$ cat src/hdl/serial_line_unit_registers_assert.svh
// assertion macros for the serial line unit rtl
// both sample on i_clk and are quiet while i_rst_n is low
`ifndef SERIAL_LINE_UNIT_REGISTERS_ASSERT_SVH
`define SERIAL_LINE_UNIT_REGISTERS_ASSERT_SVH

// condition holds at every clock edge
`define SLU_ASSERT_NOW(label, cond, msg) \
    label: assert property (@(posedge i_clk) disable iff (!i_rst_n) (cond)) \
        else $error(msg);

// consequence holds in the cycle after the antecedent
`define SLU_ASSERT_NEXT(label, ante, cons, msg) \
    label: assert property (@(posedge i_clk) disable iff (!i_rst_n) (ante) |=> (cons)) \
        else $error(msg);

`endif

$ cat src/hdl/slu_pkg.sv
package slu_pkg;

    typedef logic [2:0] t_req;
    typedef logic [1:0] t_off;
    // receive buffer error nibble: parity, framing, overrun, any error
    typedef logic [3:0] t_err;

    // request kinds
    localparam t_req REQ_READ    = 3'd0;
    localparam t_req REQ_WRITE   = 3'd1;
    localparam t_req REQ_RX_CHAR = 3'd2;
    localparam t_req REQ_TX_DONE = 3'd3;
    localparam t_req REQ_RESET   = 3'd4;

    // register words
    localparam t_off OFF_RX_STAT = 2'd0;
    localparam t_off OFF_RX_BUF  = 2'd1;
    localparam t_off OFF_TX_STAT = 2'd2;
    localparam t_off OFF_TX_BUF  = 2'd3;

    // error nibble positions and patterns
    localparam int   ERR_ANY        = 3;
    localparam t_err ERR_NONE       = 4'b0000;
    localparam t_err ERR_BREAK      = 4'b1011;
    localparam t_err ERR_OVERRUN    = 4'b1100;

    // status bit positions within a 16-bit word
    localparam int   BIT_READER_EN  = 0;
    localparam int   BIT_BREAK      = 0;
    localparam int   BIT_MAINT      = 2;
    localparam int   BIT_IE         = 6;

endpackage

$ cat src/hdl/serial_line_unit_registers.sv
// register model of an asynchronous serial line unit
// input channel (i_in_valid / o_in_ready) carries one bus access or line event
// per item: bus read, bus write, received character, transmit done, or reset
// output channel (o_out_valid / i_out_ready) returns exactly one result item
// per input item: read word, transmitted character and both interrupt levels
// the item is held in an input register, then one pass of logic updates the
// registers and fills the result register, which drives the outputs; one item
// is taken every cycle while the receiver takes each result
// the input register and result register form two stages, so the block keeps
// accepting while a result waits; when the receiver stalls with both stages
// full o_in_ready drops until the result is taken
// the receive fifo is a shift line with its head at entry zero
// i_rst_n (synchronous, active low) restores ready transmit status, empty
// fifo, cleared interrupt requests and maintenance support enabled; no
// clearing pass is needed, the fifo is valid only below its fill count
// i_cfg_wr_en with i_cfg_wr_data sets the maintenance-supported flag
`include "serial_line_unit_registers_assert.svh"

module serial_line_unit_registers
    import slu_pkg::*;
#(
    parameter int RX_FIFO_DEPTH = 4
) (
    input  logic        i_clk,
    input  logic        i_rst_n,
    input  logic        i_cfg_wr_en,
    input  logic        i_cfg_wr_data,
    input  logic        i_in_valid,
    output logic        o_in_ready,
    input  logic [2:0]  i_req_type,
    input  logic [1:0]  i_reg_offset,
    input  logic [15:0] i_write_data,
    input  logic [7:0]  i_rx_char,
    input  logic        i_rx_break,
    output logic        o_out_valid,
    input  logic        i_out_ready,
    output logic [15:0] o_read_data,
    output logic        o_tx_valid,
    output logic [7:0]  o_tx_char,
    output logic        o_rx_irq,
    output logic        o_tx_irq
);

    localparam int CNT_W = $clog2(RX_FIFO_DEPTH + 1);
    localparam int IDX_W = (RX_FIFO_DEPTH > 1) ? $clog2(RX_FIFO_DEPTH) : 1;
    localparam logic [CNT_W-1:0] RX_FULL = CNT_W'(RX_FIFO_DEPTH);

    // configuration
    logic r_maint_sup;

    // input stage
    logic        r_in_valid;
    t_req        r_in_req;
    t_off        r_in_off;
    logic [15:0] r_in_wdata;
    logic [7:0]  r_in_rx_char;
    logic        r_in_rx_break;

    // result stage
    logic        r_out_valid;
    logic [15:0] r_read_data;
    logic        r_tx_valid;
    logic [7:0]  r_tx_char;

    // register state
    logic             r_rx_ie,    n_rx_ie;
    logic             r_rx_done,  n_rx_done;
    t_err             r_rx_err,   n_rx_err;
    logic [7:0]       r_rx_data,  n_rx_data;
    logic             r_ts_brk,   n_ts_brk;
    logic             r_ts_maint, n_ts_maint;
    logic             r_ts_ie,    n_ts_ie;
    logic             r_ts_ready, n_ts_ready;
    logic [7:0]       r_holding,  n_holding;
    logic             r_pending,  n_pending;
    logic             r_rx_irq,   n_rx_irq;
    logic             r_tx_irq,   n_tx_irq;
    logic [CNT_W-1:0] r_rx_count, n_rx_count;
    logic [8:0]       r_fifo [RX_FIFO_DEPTH];
    logic [8:0]       n_fifo [RX_FIFO_DEPTH];

    // per-item controls
    logic             advance;
    logic             fifo_get;
    logic             fifo_put;
    logic [IDX_W-1:0] put_idx;
    logic [8:0]       put_data;
    logic             rcv;
    logic [7:0]       rcv_char;
    logic             rcv_brk;
    logic [15:0]      n_read_data;
    logic             n_tx_valid;
    logic [7:0]       n_tx_char;

    // handshake: the input stage moves on when the result stage is free
    assign advance    = r_in_valid && (!r_out_valid || i_out_ready);
    assign o_in_ready = !r_in_valid || !r_out_valid || i_out_ready;

    // single pass over the item in the input register
    always_comb begin
        n_rx_ie     = r_rx_ie;
        n_rx_done   = r_rx_done;
        n_rx_err    = r_rx_err;
        n_rx_data   = r_rx_data;
        n_ts_brk    = r_ts_brk;
        n_ts_maint  = r_ts_maint;
        n_ts_ie     = r_ts_ie;
        n_ts_ready  = r_ts_ready;
        n_holding   = r_holding;
        n_pending   = r_pending;
        n_rx_irq    = r_rx_irq;
        n_tx_irq    = r_tx_irq;
        n_rx_count  = r_rx_count;
        fifo_get    = 1'b0;
        fifo_put    = 1'b0;
        put_idx     = '0;
        put_data    = '0;
        rcv         = 1'b0;
        rcv_char    = r_in_rx_char;
        rcv_brk     = r_in_rx_break;
        n_read_data = '0;
        n_tx_valid  = 1'b0;
        n_tx_char   = '0;

        case (r_in_req)
            REQ_READ: begin
                case (r_in_off)
                    OFF_RX_STAT: begin
                        n_read_data = {8'h00, r_rx_done, r_rx_ie, 6'b000000};
                    end
                    OFF_RX_BUF: begin
                        // pop the fifo head into the buffer word
                        if (r_rx_count != '0) begin
                            n_rx_data  = r_fifo[0][7:0];
                            fifo_get   = 1'b1;
                            n_rx_count = r_rx_count - CNT_W'(1);
                            n_rx_done  = 1'b0;
                        end
                        n_rx_irq    = 1'b0;
                        n_read_data = {n_rx_err, 4'b0000, n_rx_data};
                    end
                    OFF_TX_STAT: begin
                        n_read_data = {8'h00, r_ts_ready, r_ts_ie, 3'b000,
                                       r_ts_maint, 1'b0, r_ts_brk};
                    end
                    default: begin
                        n_read_data = {8'h00, r_holding};
                    end
                endcase
            end
            REQ_WRITE: begin
                case (r_in_off)
                    OFF_RX_STAT: begin
                        n_rx_ie = r_in_wdata[BIT_IE];
                        if (r_in_wdata[BIT_IE] && !r_rx_ie && r_rx_done) begin
                            n_rx_irq = 1'b1;
                        end
                        if (r_rx_ie && !r_in_wdata[BIT_IE]) begin
                            n_rx_irq = 1'b0;
                        end
                        // reader enable flushes the fifo
                        if (r_in_wdata[BIT_READER_EN]) begin
                            n_rx_count = '0;
                            n_rx_done  = 1'b0;
                        end
                    end
                    OFF_TX_STAT: begin
                        n_ts_brk = r_in_wdata[BIT_BREAK];
                        n_ts_ie  = r_in_wdata[BIT_IE];
                        if (r_maint_sup) begin
                            n_ts_maint = r_in_wdata[BIT_MAINT];
                        end
                        // break queues a zero character, ready is left as it is
                        if (r_in_wdata[BIT_BREAK]) begin
                            n_holding = '0;
                            n_pending = 1'b1;
                        end
                        if (r_in_wdata[BIT_IE] && !r_ts_ie && n_ts_ready) begin
                            n_tx_irq = 1'b1;
                        end
                        if (r_ts_ie && !r_in_wdata[BIT_IE]) begin
                            n_tx_irq = 1'b0;
                        end
                    end
                    OFF_TX_BUF: begin
                        n_tx_irq = 1'b0;
                        if (!r_ts_brk) begin
                            n_ts_ready = 1'b0;
                        end
                        n_holding = r_in_wdata[7:0];
                        n_pending = 1'b1;
                    end
                    default: begin
                    end
                endcase
            end
            REQ_RX_CHAR: begin
                rcv = 1'b1;
            end
            REQ_TX_DONE: begin
                // maintenance bit doubles as the loopback flag
                if (r_pending) begin
                    n_pending  = 1'b0;
                    n_ts_ready = 1'b1;
                    if (!r_ts_maint) begin
                        n_tx_valid = 1'b1;
                        n_tx_char  = r_holding;
                    end
                    if (r_ts_ie) begin
                        n_tx_irq = 1'b1;
                    end
                    if (r_ts_maint) begin
                        rcv      = 1'b1;
                        rcv_char = r_holding;
                        rcv_brk  = r_ts_brk;
                    end
                end
            end
            REQ_RESET: begin
                n_rx_count = '0;
                n_rx_ie    = 1'b0;
                n_rx_done  = 1'b0;
                n_rx_err   = ERR_NONE;
                n_ts_brk   = 1'b0;
                n_ts_maint = 1'b0;
                n_ts_ie    = 1'b0;
                n_ts_ready = 1'b1;
                n_rx_irq   = 1'b0;
                n_tx_irq   = 1'b0;
            end
            default: begin
            end
        endcase

        // character into the receiver
        if (rcv) begin
            if (n_rx_err[ERR_ANY] && (n_rx_count == '0)) begin
                n_rx_err = ERR_NONE;
            end
            if (rcv_brk) begin
                n_rx_err = n_rx_err | ERR_BREAK;
            end
            fifo_put = 1'b1;
            put_data = {rcv_brk, rcv_char};
            if (n_rx_count != RX_FULL) begin
                put_idx    = n_rx_count[IDX_W-1:0];
                n_rx_count = n_rx_count + CNT_W'(1);
                n_rx_done  = 1'b1;
                if (n_rx_ie) begin
                    n_rx_irq = 1'b1;
                end
            end else begin
                // overrun: flush and keep only the new character
                n_rx_err   = ERR_OVERRUN;
                n_rx_data  = '0;
                put_idx    = '0;
                n_rx_count = CNT_W'(1);
            end
        end
    end

    // fifo shift line, head at entry zero
    for (genvar gi = 0; gi < RX_FIFO_DEPTH; gi++) begin : g_fifo
        if (gi < RX_FIFO_DEPTH - 1) begin : g_mid
            always_comb begin
                if (fifo_put && (put_idx == IDX_W'(gi))) begin
                    n_fifo[gi] = put_data;
                end else if (fifo_get) begin
                    n_fifo[gi] = r_fifo[gi + 1];
                end else begin
                    n_fifo[gi] = r_fifo[gi];
                end
            end
        end else begin : g_last
            always_comb begin
                if (fifo_put && (put_idx == IDX_W'(gi))) begin
                    n_fifo[gi] = put_data;
                end else begin
                    n_fifo[gi] = r_fifo[gi];
                end
            end
        end

        always_ff @(posedge i_clk) begin
            if (advance) begin
                r_fifo[gi] <= n_fifo[gi];
            end
        end
    end

    // configuration register
    always_ff @(posedge i_clk) begin
        if (!i_rst_n) begin
            r_maint_sup <= 1'b1;
        end else if (i_cfg_wr_en) begin
            r_maint_sup <= i_cfg_wr_data;
        end
    end

    // input stage
    always_ff @(posedge i_clk) begin
        if (!i_rst_n) begin
            r_in_valid <= 1'b0;
        end else if (o_in_ready) begin
            r_in_valid <= i_in_valid;
        end
    end

    always_ff @(posedge i_clk) begin
        if (o_in_ready && i_in_valid) begin
            r_in_req      <= i_req_type;
            r_in_off      <= i_reg_offset;
            r_in_wdata    <= i_write_data;
            r_in_rx_char  <= i_rx_char;
            r_in_rx_break <= i_rx_break;
        end
    end

    // result stage
    always_ff @(posedge i_clk) begin
        if (!i_rst_n) begin
            r_out_valid <= 1'b0;
        end else if (advance) begin
            r_out_valid <= 1'b1;
        end else if (i_out_ready) begin
            r_out_valid <= 1'b0;
        end
    end

    always_ff @(posedge i_clk) begin
        if (advance) begin
            r_read_data <= n_read_data;
            r_tx_valid  <= n_tx_valid;
            r_tx_char   <= n_tx_char;
        end
    end

    // register state, committed as the item moves to the result stage
    always_ff @(posedge i_clk) begin
        if (!i_rst_n) begin
            r_rx_ie    <= 1'b0;
            r_rx_done  <= 1'b0;
            r_rx_err   <= ERR_NONE;
            r_rx_data  <= '0;
            r_ts_brk   <= 1'b0;
            r_ts_maint <= 1'b0;
            r_ts_ie    <= 1'b0;
            r_ts_ready <= 1'b1;
            r_holding  <= '0;
            r_pending  <= 1'b0;
            r_rx_irq   <= 1'b0;
            r_tx_irq   <= 1'b0;
            r_rx_count <= '0;
        end else if (advance) begin
            r_rx_ie    <= n_rx_ie;
            r_rx_done  <= n_rx_done;
            r_rx_err   <= n_rx_err;
            r_rx_data  <= n_rx_data;
            r_ts_brk   <= n_ts_brk;
            r_ts_maint <= n_ts_maint;
            r_ts_ie    <= n_ts_ie;
            r_ts_ready <= n_ts_ready;
            r_holding  <= n_holding;
            r_pending  <= n_pending;
            r_rx_irq   <= n_rx_irq;
            r_tx_irq   <= n_tx_irq;
            r_rx_count <= n_rx_count;
        end
    end

    // outputs
    assign o_out_valid = r_out_valid;
    assign o_read_data = r_read_data;
    assign o_tx_valid  = r_tx_valid;
    assign o_tx_char   = r_tx_char;
    assign o_rx_irq    = r_rx_irq;
    assign o_tx_irq    = r_tx_irq;

    // assertions
    `SLU_ASSERT_NOW(a_count_in_range, (r_rx_count <= RX_FULL), "rx fifo count above depth")
    `SLU_ASSERT_NOW(a_done_has_char, (!r_rx_done || (r_rx_count != '0)), "done with empty fifo")
    `SLU_ASSERT_NOW(a_busy_has_char, (r_ts_ready || r_pending), "tx not ready with nothing pending")
    `SLU_ASSERT_NEXT(a_reset_flush, (advance && (r_in_req == REQ_RESET)), (r_rx_count == '0), "reset item left fifo filled")

endmodule
$ cat config.mk
export PLATFORM = sky130hd
export DESIGN_NAME = serial_line_unit_registers
export DESIGN_NICKNAME = d
export VERILOG_FILES = /design/src/hdl/slu_pkg.sv /design/src/hdl/serial_line_unit_registers.sv
export VERILOG_INCLUDE_DIRS = /design/src /design/src/hdl
export SDC_FILE = /design/constraint.sdc
export NUM_CORES = 1
export LEC_CHECK = 0
export BUFFER_PORTS_ARGS = -buffer_cell sky130_fd_sc_hd__buf_2
export CAP_MARGIN = 25
export CORE_MARGIN = 2
export CORE_UTILIZATION = 50
export CTS_CLUSTER_SIZE = 10
export DETAILED_ROUTE_END_ITERATION = 7
export PLACE_DENSITY = 0.76
export RECOVER_POWER = 100
export SYNTH_ARGS = -nofsm -noshare
export SYNTH_HDL_FRONTEND = slang
export SYNTH_SLANG_ARGS = --single-unit
$ cat constraint.sdc
create_clock -name i_clk -period 3.93 [get_ports i_clk]
set_input_delay 0 -clock i_clk [delete_from_list [all_inputs] [get_ports i_clk]]
set_output_delay 0 -clock i_clk [all_outputs]
set_load 0.01 [all_outputs]
# Word level (Yosys, flattened, before mapping)
# Memory sizes are Yosys's and may differ from the RTL's.
# Index checks and enable logic that the tools add are counted.
# op_classes
n_addsub,2
reduce_logical,39
n_div,0
bitwise,2
n_mul,0
shifts,0
eq_ne,21
n_mux,85
order_cmp,0
# ops
cell,count
two-way mux 8 bit,9
two-way mux 9 bit,8
case mux 16 bit (3 select lines),1
two-way mux 1 bit,40
two-way mux 4 bit,5
two-way mux 3 bit,6
case mux 1 bit (2 select lines),8
case mux 8 bit (2 select lines),1
logical AND 1 bit,13
"!= test 2 bit, second input constant",6
case mux 1 bit (3 select lines),4
AND reduction 4 bit,3
case mux 3 bit (3 select lines),1
"equality test 2 bit, second input constant",4
nonzero test 2 bit,4
"equality test 3 x 2 -> 1 bit, second input constant",2
zero test 3 bit,2
"!= test 3 bit, second input constant",2
AND reduction 6 bit,1
nonzero test 3 bit,2
zero test 1 bit,5
AND reduction 5 bit,1
"equality test 2 x 1 -> 1 bit, second input constant",2
zero test 2 bit,2
other kinds (13),17
# totals
register_bits,82
mem_bits_ro,0
ram_bits,36
n_memories,1
latchBits,0
inputBits,36
word_cells,174
# mem_list
name,depth,width,read_ports,rd_ports_with_merged_regs,write_ports,line,text
r_fifo,4,9,4,0,4,serial_line_unit_registers.sv:79,logic [8:0] r_fifo [RX_FIFO_DEPTH];

# Depth between registers and ports, before layout
# Gate-level depths: netlist (run 1).
# depth
word_depth,10
mapped_depth,11

# Worst setup path after synthesis (run 1)
# Ideal clock, no wire load.
# synth_timing
kind,register to register
from,"register, netlist name r_in_off[0]"
to,memory r_fifo[0][0] (enable)
path_stages_with_launch,10
path_buffers,0
setup_ps,330
t_arrival_ps,2833
setup_slack_ps,767
required_ps,3600
cell_sequence,edfxtp_1 -> or4b_4 -> a21oi_4 -> nand2_1 -> o22ai_1 -> ha_1 -> inv_1 -> a311o_2 -> a21boi_4 -> o21a_1
# synth_rtl
item,line
end: declaration,serial_line_unit_registers.sv:79

==> flow_summary.toml, run 1 <==
[yosys]
synthArstFlopShare_pct = 0
ys_warn_count = 0
synth-edff-count = 75
synth.ff_latch_count = 110
synth_area_leaders = "edfxtp_1 44%, dfxtp_1 14%, mux2_2 3.5%, a22o_1 2.7%, nand2_1 2.7%"
synthFlopType = "edfxtp_1"
yosysMostFrequentCell = "edfxtp_1"
yosys.area.top_type_share_pct = 44.19
ys_seq_area_share_pct = 57.94
ys_types = 59
yosys-top-cells-count = "75 x edfxtp_1, 36 x nand2_1, 35 x dfxtp_1"
syn_area_sq_mm = 0.005096
yosysTopAreaCell = "edfxtp_1"
synth_cells = 419
avgSynthCellArea_sq_um = 12.16

[sta]
tns_ns = 0
worst_pin_slew_ns = 1.217
slew_headroom_pct = 18.84
worst_clock_skew_ns = 0.02024
rsz0062_at_grt = "false"
final_max_slew_viol_count = 0
finalCriticalPeriod_ns = 3.603
finalSetupViolCount = 0
fmax_mhz = 277.6
finalHoldViolations = 0
finalCritPeriodShare_pct = 91.68

[die]
die_h_um = 105.0
core.rowCount = 36
coreArea_sq_mm = 0.009819
dieWidth_um = 105.0
initial_core_util_pct = 51.90
dieArea_sq_mm = 0.01102
io_pins = 65

[placed_design]
dp_hpwl_mm = 7.420
place.gp.congestion = 0.8824
port-buffer-count = 52

[clock_network]
cts_buffer_depth = 2
cts_buffers = 9
cts_sinks = 110
cts_tree = "built"
ctsResizeCount = 0
clock_latency_ns = 0.38
htreeDepth = 3
cts_setup_buffers = 0
cts.clk_slew.worst_paths_ns = 0.12
clk_root_buffer_cell = "clkbuf_8"

[worst_setup_path]
crit_required_ns = 3.97
r2r_start = "r_in_off[1]"
cp-start-kind = "flip-flop"
cp-end-kind = "flip-flop"
crit_chain = "or4b_4 -> a21oi_4 -> nand2_1 -> o22ai_1 -> ha_1 -> inv_1 -> a311o_1 -> a21oi_2 -> o21a_1"
reg2reg_to = "r_fifo[1][6]"
crit_fanout = 9
reg2reg_depth = 9
r2r_setup_slack_ns = 0.33
worstSetupPathType = "reg -> reg"
cp_slowest_stage_delay_ns = 0.57
worstPathArrival_ns = 3.65
critPathSlowestCell = "or4b_4"

[power]
p_switching_uw = 573.3
p_total_mw = 2.168
swShare_pct = 26.44
power_density_mw_per_mm2 = 365.8
intPower_mw = 1.595
ir_worst_vdd_mv = 0.2654
combPwrFrac_pct = 8.2
clock_power_share_pct = 33.1
sequentialPowerShare_pct = 58.7
power_leakage_nw = 2.043

[routing]
drc_errors = 0
dr.pass1.iters = 5
wl_per_cell_um = 17.49
drt-vias-per-instance = 5.771
vias = 3705
drt_iter0_drc = 287
wirelength_mm = 11.23
drtAntennaViolNets = 0

[global_route]
grt_remaining_overflow = 0
grt_pass1_wl_mm = 18.17
grt_pass1_vias = 3669
grt.total_usage_pct = 20.75
antenna_found_initial = 0
grt_max_degree = 39

[finish]
area_delta_synth_final_pct = 16.33
n_antenna_cell = 0
nNetsFinal = 545
drive_gt1_share_pct = 15.52

[hold_path]
hold_path_class = "in -> reg"
min_from = "i_rst_n"
worst_hold_path.endpoint = "r_ts_ready"
holdPathStages = 2

[outcome]
status = "complete, no violations"

[flow_run]
maxCapViolCount = 0
layer usage:
| layer | vias up | wire length, um | global-route usage (%) |
|---|---|---|---|
| met2 | 153 | 5462 | 35.34 |
| met4 | 0 | 165 | 6.000 |
| li1 | 1735 | - | - |
| met1 | 1803 | 4974 | 26.91 |
| met3 | 14 | 629 | 4.117 |
| met5 | - | 0 | 0 |
layout make-up:
class / count / area (sq um)
Multi-Input combinational cell: 281 / 1974
Tap cell: 133 / 166.4
Sequential cell: 110 / 2953
Inverter: 9 / 33.78
Clock inverter: 7 / 93.84
Clock buffer: 9 / 123.9
Timing Repair Buffer: 93 / 583.1
Fill cell: 837 / 3891
cells by family after synthesis:
kind of cell | Yosys count | synth area share [%]
compound gates | 112 | 16.35
flops | 110 | 57.94
buf+inv | 31 | 2.725
mux | 38 | 8.741
simple gates | 122 | 12.94
fa+ha+maj | 5 | 1.228
other cells | 1 | 0.07359
layout by cell type, fill, tap and decap left out, drive strengths merged, types with 11 or more instances in the layout:
master / instances
a21oi: 18
a22o: 16
buf: 35
clkbuf: 40
dfxtp: 35
dlygate4sd3: 27
edfxtp: 75
inv: 12
mux2: 28
nand2: 36
nand3: 11
nor2: 18
nor2b: 20
o21ai: 23
critical path, delay by kind of cell (launching register included):
| family | cells | cell delay (ns) |
|---|---|---|
| adder cells (fa/ha/maj) | 1 | 0.31 |
| AND/OR/NAND/NOR | 2 | 0.68 |
| AO/OA/AOI/OAI | 5 | 1.76 |
| flip-flops | 1 | 0.41 |
| buffers and inverters | 1 | 0.10 |
through the flow:
stage               cells  hold slack, ns  utilization (%)  cell area (sq um)  worst slack, ns
floorplan             422         0.09887                -               5107           0.7669
global placement      597          0.1761            56.21               5519           0.5418
detailed placement    597          0.1781            56.21               5519           0.4820
CTS                   640         0.09507            61.17               6007           0.4202
global route          642          0.1195            60.37               5928           0.1314
finish                642          0.1028            60.37               5928           0.3271
state kept, by name, summed over array words and instances, names as in the netlist, 2 cells and up:
name,cells
r_fifo,32
o_read_data,12
o_tx_char,8
r_holding,8
r_in_rx_char,8
r_in_wdata,8
r_rx_data,8
r_rx_err,4
r_in_req,3
r_rx_count,3
r_in_off,2
power by group through the flow:
stage	logic, mW	registers [mW]	clock network, mW
final	0.177	1.27	0.717
after global routing	0.193	1.28	0.778
after global placement	0.156	1.30	0
after floorplan	0.104	1.30	0
after CTS	0.182	1.27	0.725
after detailed placement	0.161	1.30	0
timing repair:
| action | CTS | global route |
|---|---|---|
| setup endpoints to repair | 0 | 0 |
| endpoints found under the hold margin | 25 | 0 |
| hold buffers | 27 | 0 |
how the worst max path moves through the flow:
| stage | start | to | slack, ns | depth (start not counted) |
|---|---|---|---|---|
| after global routing | r_rx_count[1] | r_fifo[1][0] | 0.13 | 10 |
| final | r_in_off[1] | r_fifo[1][6] | 0.33 | 9 |
| after detailed placement | r_in_off[1] | r_fifo[0][4] | 0.48 | 9 |
| after CTS | r_in_off[1] | r_fifo[0][1] | 0.42 | 9 |
| after global placement | r_in_off[1] | r_fifo[0][3] | 0.54 | 9 |
| after floorplan | r_in_off[0] | r_fifo[0][0] | 0.77 | 9 |
(Power assumes the default switching activity.)
==> inputs of run 2 (changes only) <==
==> constraint.sdc (replaced) <==
create_clock -name i_clk -period 3.93 [get_ports i_clk]
set_input_delay 0.393 -clock i_clk [delete_from_list [all_inputs] [get_ports i_clk]]
set_output_delay 0.393 -clock i_clk [all_outputs]
set_load 0.01 [all_outputs]
==> run 2 against run 1 <==
The run now ends with capacitance limit, slew limit left. Count of clock-buffer cells in the layout stayed put. Clock skew is 0.0075 ns lower. Maximum frequency hardly changed. Non-clock buffer count is 27 lower. Setup slack better by 0.0035 ns. Sequential power hardly changed. Design area is 4.5% lower. Sequential share of layout area is 2.4 points higher. Register-to-register slack hardly changed. Die area stayed put.
==> flow_summary.toml, run 2 (synthesis gave the netlist of run 1 again) <==
[clock_network]
cts_buffers = 9
clk_root_buffer_cell = "clkbuf_8"
clock_latency_ns = 0.37
cts_hold_buf = 0
cts_tree = "built"
ctsResizeCount = 0
htreeDepth = 3
cts.clk_slew.worst_paths_ns = 0.12
cts_setup_buffers = 0
cts_buffer_depth = 2
cts_sinks = 110

[routing]
vias = 3514
drt-vias-per-instance = 5.714
wirelength_mm = 10.70
drc_errors = 0
wl_per_cell_um = 17.40
drt_iter0_drc = 188
dr.pass1.iters = 4
drtAntennaViolNets = 0

[worst_setup_path]
reg2reg_to = "r_fifo[0][5]"
crit_fanout = 8
worstSetupPathType = "reg -> reg"
critPathSlowestCell = "or4b_4"
reg2reg_depth = 10
r2r_start = "r_in_off[1]"
crit_chain = "or4b_4 -> a21oi_4 -> nand2_1 -> o22ai_1 -> ha_1 -> inv_1 -> a311o_1 -> a21boi_0 -> clkbuf_2 -> mux2_4"
crit_required_ns = 4.06
cp-end-kind = "flip-flop"
worstPathArrival_ns = 3.73
r2r_setup_slack_ns = 0.33
cp-start-kind = "flip-flop"
cp_slowest_stage_delay_ns = 0.57

[global_route]
antenna_found_initial = 0
grt_pass1_wl_mm = 17.34
grt.total_usage_pct = 19.86
grt_pass1_vias = 3484
grt_remaining_overflow = 0
grt_max_degree = 39

[sta]
final_max_slew_viol_count = 39
slew_headroom_pct = -8.676
tns_ns = 0
finalCritPeriodShare_pct = 91.59
worst_clock_skew_ns = 0.01272
finalCriticalPeriod_ns = 3.599
worst_pin_slew_ns = 1.630
hold_slack_ns = 0.1828
finalSetupViolCount = 0
finalHoldViolations = 0
fmax_mhz = 277.8
rsz0062_at_grt = "false"

[finish]
area_delta_synth_final_pct = 11.07
drive_gt1_share_pct = 17.84
fillers = 859
multi_input_area_sq_mm = 0.001989
final_common_cell = "edfxtp_1"
final_cell_mix = "75 x edfxtp_1, 36 x nand2_1, 35 x dfxtp_1"
final-seq-area_sq_mm = 0.002953
nNetsFinal = 518
largest_reg_flops = 32
largest_register = "r_fifo"
n_antenna_cell = 0

[die]
dieWidth_um = 105.0
core.rowCount = 36
die_h_um = 105.0
io_pins = 65
coreArea_sq_mm = 0.009819
dieArea_sq_mm = 0.01102
initial_core_util_pct = 51.90

[placed_design]
port-buffer-count = 52
dp_hpwl_mm = 7.421
place.gp.congestion = 0.8803

[power]
swShare_pct = 25.80
power_leakage_nw = 1.944
sequentialPowerShare_pct = 60.3
p_switching_uw = 545.7
intPower_mw = 1.570
ir_worst_vdd_mv = 0.2419
power_density_mw_per_mm2 = 373.7
clock_power_share_pct = 32.3
combPwrFrac_pct = 7.3

[hold_path]
min_from = "i_write_data[4]"
hold_path_class = "in -> reg"
worst_hold_path.endpoint = "r_in_wdata[4]"
holdPathStages = 1

[outcome]
violations = "capacitance limit, slew limit"
status = "finished, violations left"

[flow_run]
maxCapViolCount = 1
==> run 2: metal layers <==
| layer | global-route usage, % | part of all wire (%) | up-vias |
|---|---|---|---|
| met2 | 32.88 | 49 | 110 |
| met3 | 3.119 | 4.4 | 7 |
| li1 | - | - | 1687 |
| met5 | 0 | 0 | - |
| met4 | 6.476 | 0.77 | 0 |
| met1 | 26.81 | 46 | 1710 |
==> run 2: final cells by class <==
class / instances / area share (%)
sequential: 110 / 52.17
multi-input combinational: 281 / 35.15
timing repair buffer: 66 / 5.526
tap: 133 / 2.940
clock buffer: 9 / 2.188
clock inverter: 7 / 1.437
inverter: 9 / 0.5968
==> run 2: through the flow <==
step                      std cells  util [%]  worst slack, ns  instance area [sq um]  total power [mW]
after global routing            615     57.65           0.1597                   5660             2.190
after global placement          597     56.21           0.6045                   5519             1.454
after detailed placement        597     56.21           0.5498                   5519             1.460
after floorplan                 422         -           0.7669                   5107             1.405
final                           615     57.65           0.3306                   5660             2.115
after CTS                       613     58.30           0.5224                   5724             2.131
==> run 2: how the worst max path moves through the flow <==
stage	startpoint	endpoint	slack [ns]	cells after the start
2_1_floorplan	r_in_off[0]	r_fifo[0][0]	0.77	9
3_3_place_gp	r_in_off[1]	r_fifo[1][3]	0.60	9
3_5_place_dp	r_in_off[1]	r_fifo[1][3]	0.55	9
4_1_cts	r_in_off[1]	r_fifo[1][0]	0.52	9
5_1_grt	r_rx_count[1]	r_fifo[0][4]	0.16	11
6_report	r_in_off[1]	r_fifo[0][5]	0.33	10
==> run 2: critical path: cells and delay by family, from the launching register on <==
family,cells,cell delay [ns]
AO/OA/AOI/OAI,4,1.20
AND/OR/NAND/NOR,2,0.67
buffers and inverters,2,0.44
flip-flops,1,0.41
multiplexers,1,0.33
adder cells (fa/ha/maj),1,0.29
==> run 2: power by group through the flow <==
| stage | clock network [mW] | registers [mW] | logic, mW |
|---|---|---|---|
| after floorplan | 0 | 1.30 | 0.104 |
| after global routing | 0.743 | 1.28 | 0.169 |
| after global placement | 0 | 1.30 | 0.153 |
| final | 0.684 | 1.28 | 0.155 |
| after detailed placement | 0 | 1.30 | 0.158 |
| after CTS | 0.697 | 1.28 | 0.159 |
==> inputs of run 3 (changes only) <==
--- a/config.mk
+++ b/config.mk
@@ -8,7 +8,7 @@
 export LEC_CHECK = 0
 export BUFFER_PORTS_ARGS = -buffer_cell sky130_fd_sc_hd__buf_2
 export CAP_MARGIN = 25
-export CORE_MARGIN = 2
+export CORE_MARGIN = 5
 export CORE_UTILIZATION = 50
 export CTS_CLUSTER_SIZE = 10
 export DETAILED_ROUTE_END_ITERATION = 7
==> run 3 against run 2 <==
The run still ends with capacitance limit, slew limit left. Clock power fell by 2%. Non-clock buffer count decreased by 3. Via count grew 0.46%. Die area grew 12%. Global-route usage is 2.7 points lower. First-iteration DRC count increased by 0.53%. Register-to-register slack improved by 0.06 ns. Utilization decreased by 0.58 points. Count of clock-buffer cells in the layout stayed put.
==> flow_summary.toml, run 3 (synthesis gave the netlist of run 1 again) <==
[power]
ir_worst_vdd_mv = 0.2418
power_leakage_nw = 1.922
power_density_mw_per_mm2 = 372.3

[sta]
final_max_slew_viol_count = 39
fmax_mhz = 282.4
rsz0062_at_grt = "false"
worst_clock_skew_ns = 0.01298
final.setup.worst_slack_ns = 0.3888
finalCritPeriodShare_pct = 90.11
worst_pin_slew_ns = 1.548
finalCriticalPeriod_ns = 3.541
finalSetupViolCount = 0
tns_ns = 0
finalHoldViolations = 0
slew_headroom_pct = -3.206

[clock_network]
cts_buffers = 9
cts_sinks = 110
htreeDepth = 3
ctsResizeCount = 0
clock_latency_ns = 0.37
cts_hold_buf = 0
cts_setup_buffers = 0
cts.clk_slew.worst_paths_ns = 0.12
cts_buffer_depth = 2
clk_root_buffer_cell = "clkbuf_8"
cts_tree = "built"

[global_route]
grt.total_usage_pct = 17.21
antenna_found_initial = 0
met3_usage_pct = 4.585
grt_pass1_vias = 3469
grt_remaining_overflow = 0
busiest_layer = "met2"
grt_pass1_wl_mm = 17.31
grt_util_met2_pct = 27.75
use_met1_pct = 22.70
grt_max_degree = 39

[routing]
vias = 3530
drt-vias-per-instance = 5.768
dr.pass1.iters = 5
drt_iter0_drc = 189
drc_errors = 0
wirelength_mm = 10.45
drtAntennaViolNets = 0
wl_per_cell_um = 17.07

[die]
dieWidth_um = 111.0
dieArea_sq_mm = 0.01231
coreArea_sq_mm = 0.009864
core.rowCount = 36
io_pins = 65
die_h_um = 111.0
initial_core_util_pct = 51.66

[finish]
nNetsFinal = 515
area_delta_synth_final_pct = 10.46
drive_gt1_share_pct = 17.12
largest_register = "r_fifo"
final_cell_mix = "75 x edfxtp_1, 36 x nand2_1, 35 x dfxtp_1"
final_common_cell = "edfxtp_1"
largest_reg_flops = 32
n_antenna_cell = 0

[flow_run]
maxCapViolCount = 1

[worst_setup_path]
r2r_start = "r_in_off[1]"
crit_required_ns = 4.06
cp-start-kind = "flip-flop"
worstSetupPathType = "reg -> reg"
worstSetupStartpoint = "r_in_off[1]"
worstPathArrival_ns = 3.67
cp-end-kind = "flip-flop"
crit_fanout = 8

[hold_path]
hold_path_class = "in -> reg"
min_from = "i_rx_char[1]"

[placed_design]
place.gp.congestion = 0.8682
dp_hpwl_mm = 7.307
port-buffer-count = 52
preCtsSetupSlack_ns = 0.5206

[outcome]
violations = "capacitance limit, slew limit"
status = "finished, violations left"
-- run 3: changes by cell type in the layout (fill, tap and decap cells not counted), sizes merged --
cell,before,now
buf,33,31
clkbuf,42,41
clkinvlp,0,1
inv,11,10
-- run 3: path summary, 6_finish.rpt --
| path | end | slack (ns) | depth (start not counted) |
|---|---|---|---|
| worst max-delay path | r_fifo[0][0] | 0.39 | 10 |
| worst max register to register | r_fifo[0][0] | 0.39 | 10 |
| worst min-delay path | r_in_rx_char[1] | 0.18 | 1 |
| worst min register to register | r_rx_err[0] | 0.50 | 1 |
-- run 3: per-layer routing --
layer	part of all wire [%]	vias up
li1	-	1679
met1	44	1707
met2	47	127
met3	7.2	17
met4	1.6	0
met5	0	-
-- run 3: where the power goes --
| part | internal [mW] | total [mW] | switching, mW |
|---|---|---|---|
| Sequential | 1.26 | 1.28 | 0.0189 |
| Clock | 0.250 | 0.668 | 0.418 |
| Combinational | 0.0542 | 0.150 | 0.0958 |
| Total | 1.56 | 2.10 | 0.533 |
-- run 3: layout make-up --
class	count	area, sq um
fillers	813	4235
flip-flops and latches	110	2953
multi-input cells	281	1984
repair buffers	63	290.3
well taps	133	166.4
clock buffers	9	123.9
clock inverters	7	77.57
inverters	9	33.78
-- run 3: through the flow --
stage	power [mW]	utilization, %	area [sq um]	hold slack (ns)	instances
after floorplan	1.405	-	5107	0.4562	422
after detailed placement	1.457	55.80	5504	0.4824	595
after global routing	2.178	57.06	5629	0.1544	612
final	2.096	57.06	5629	0.1834	612
after CTS	2.115	57.84	5705	0.1647	611
after global placement	1.451	55.80	5504	0.4687	595
-- run 3: critical path, cell delays in order, from the launching register on --
cell and delay [ns]:
edfxtp_1 0.41, or4b_4 0.57, a21oi_4 0.23, o211ai_1 0.34
inv_1 0.15, ha_1 0.26, inv_1 0.10, a311o_2 0.40
a21boi_0 0.27, buf_4 0.25, mux2_4 0.31
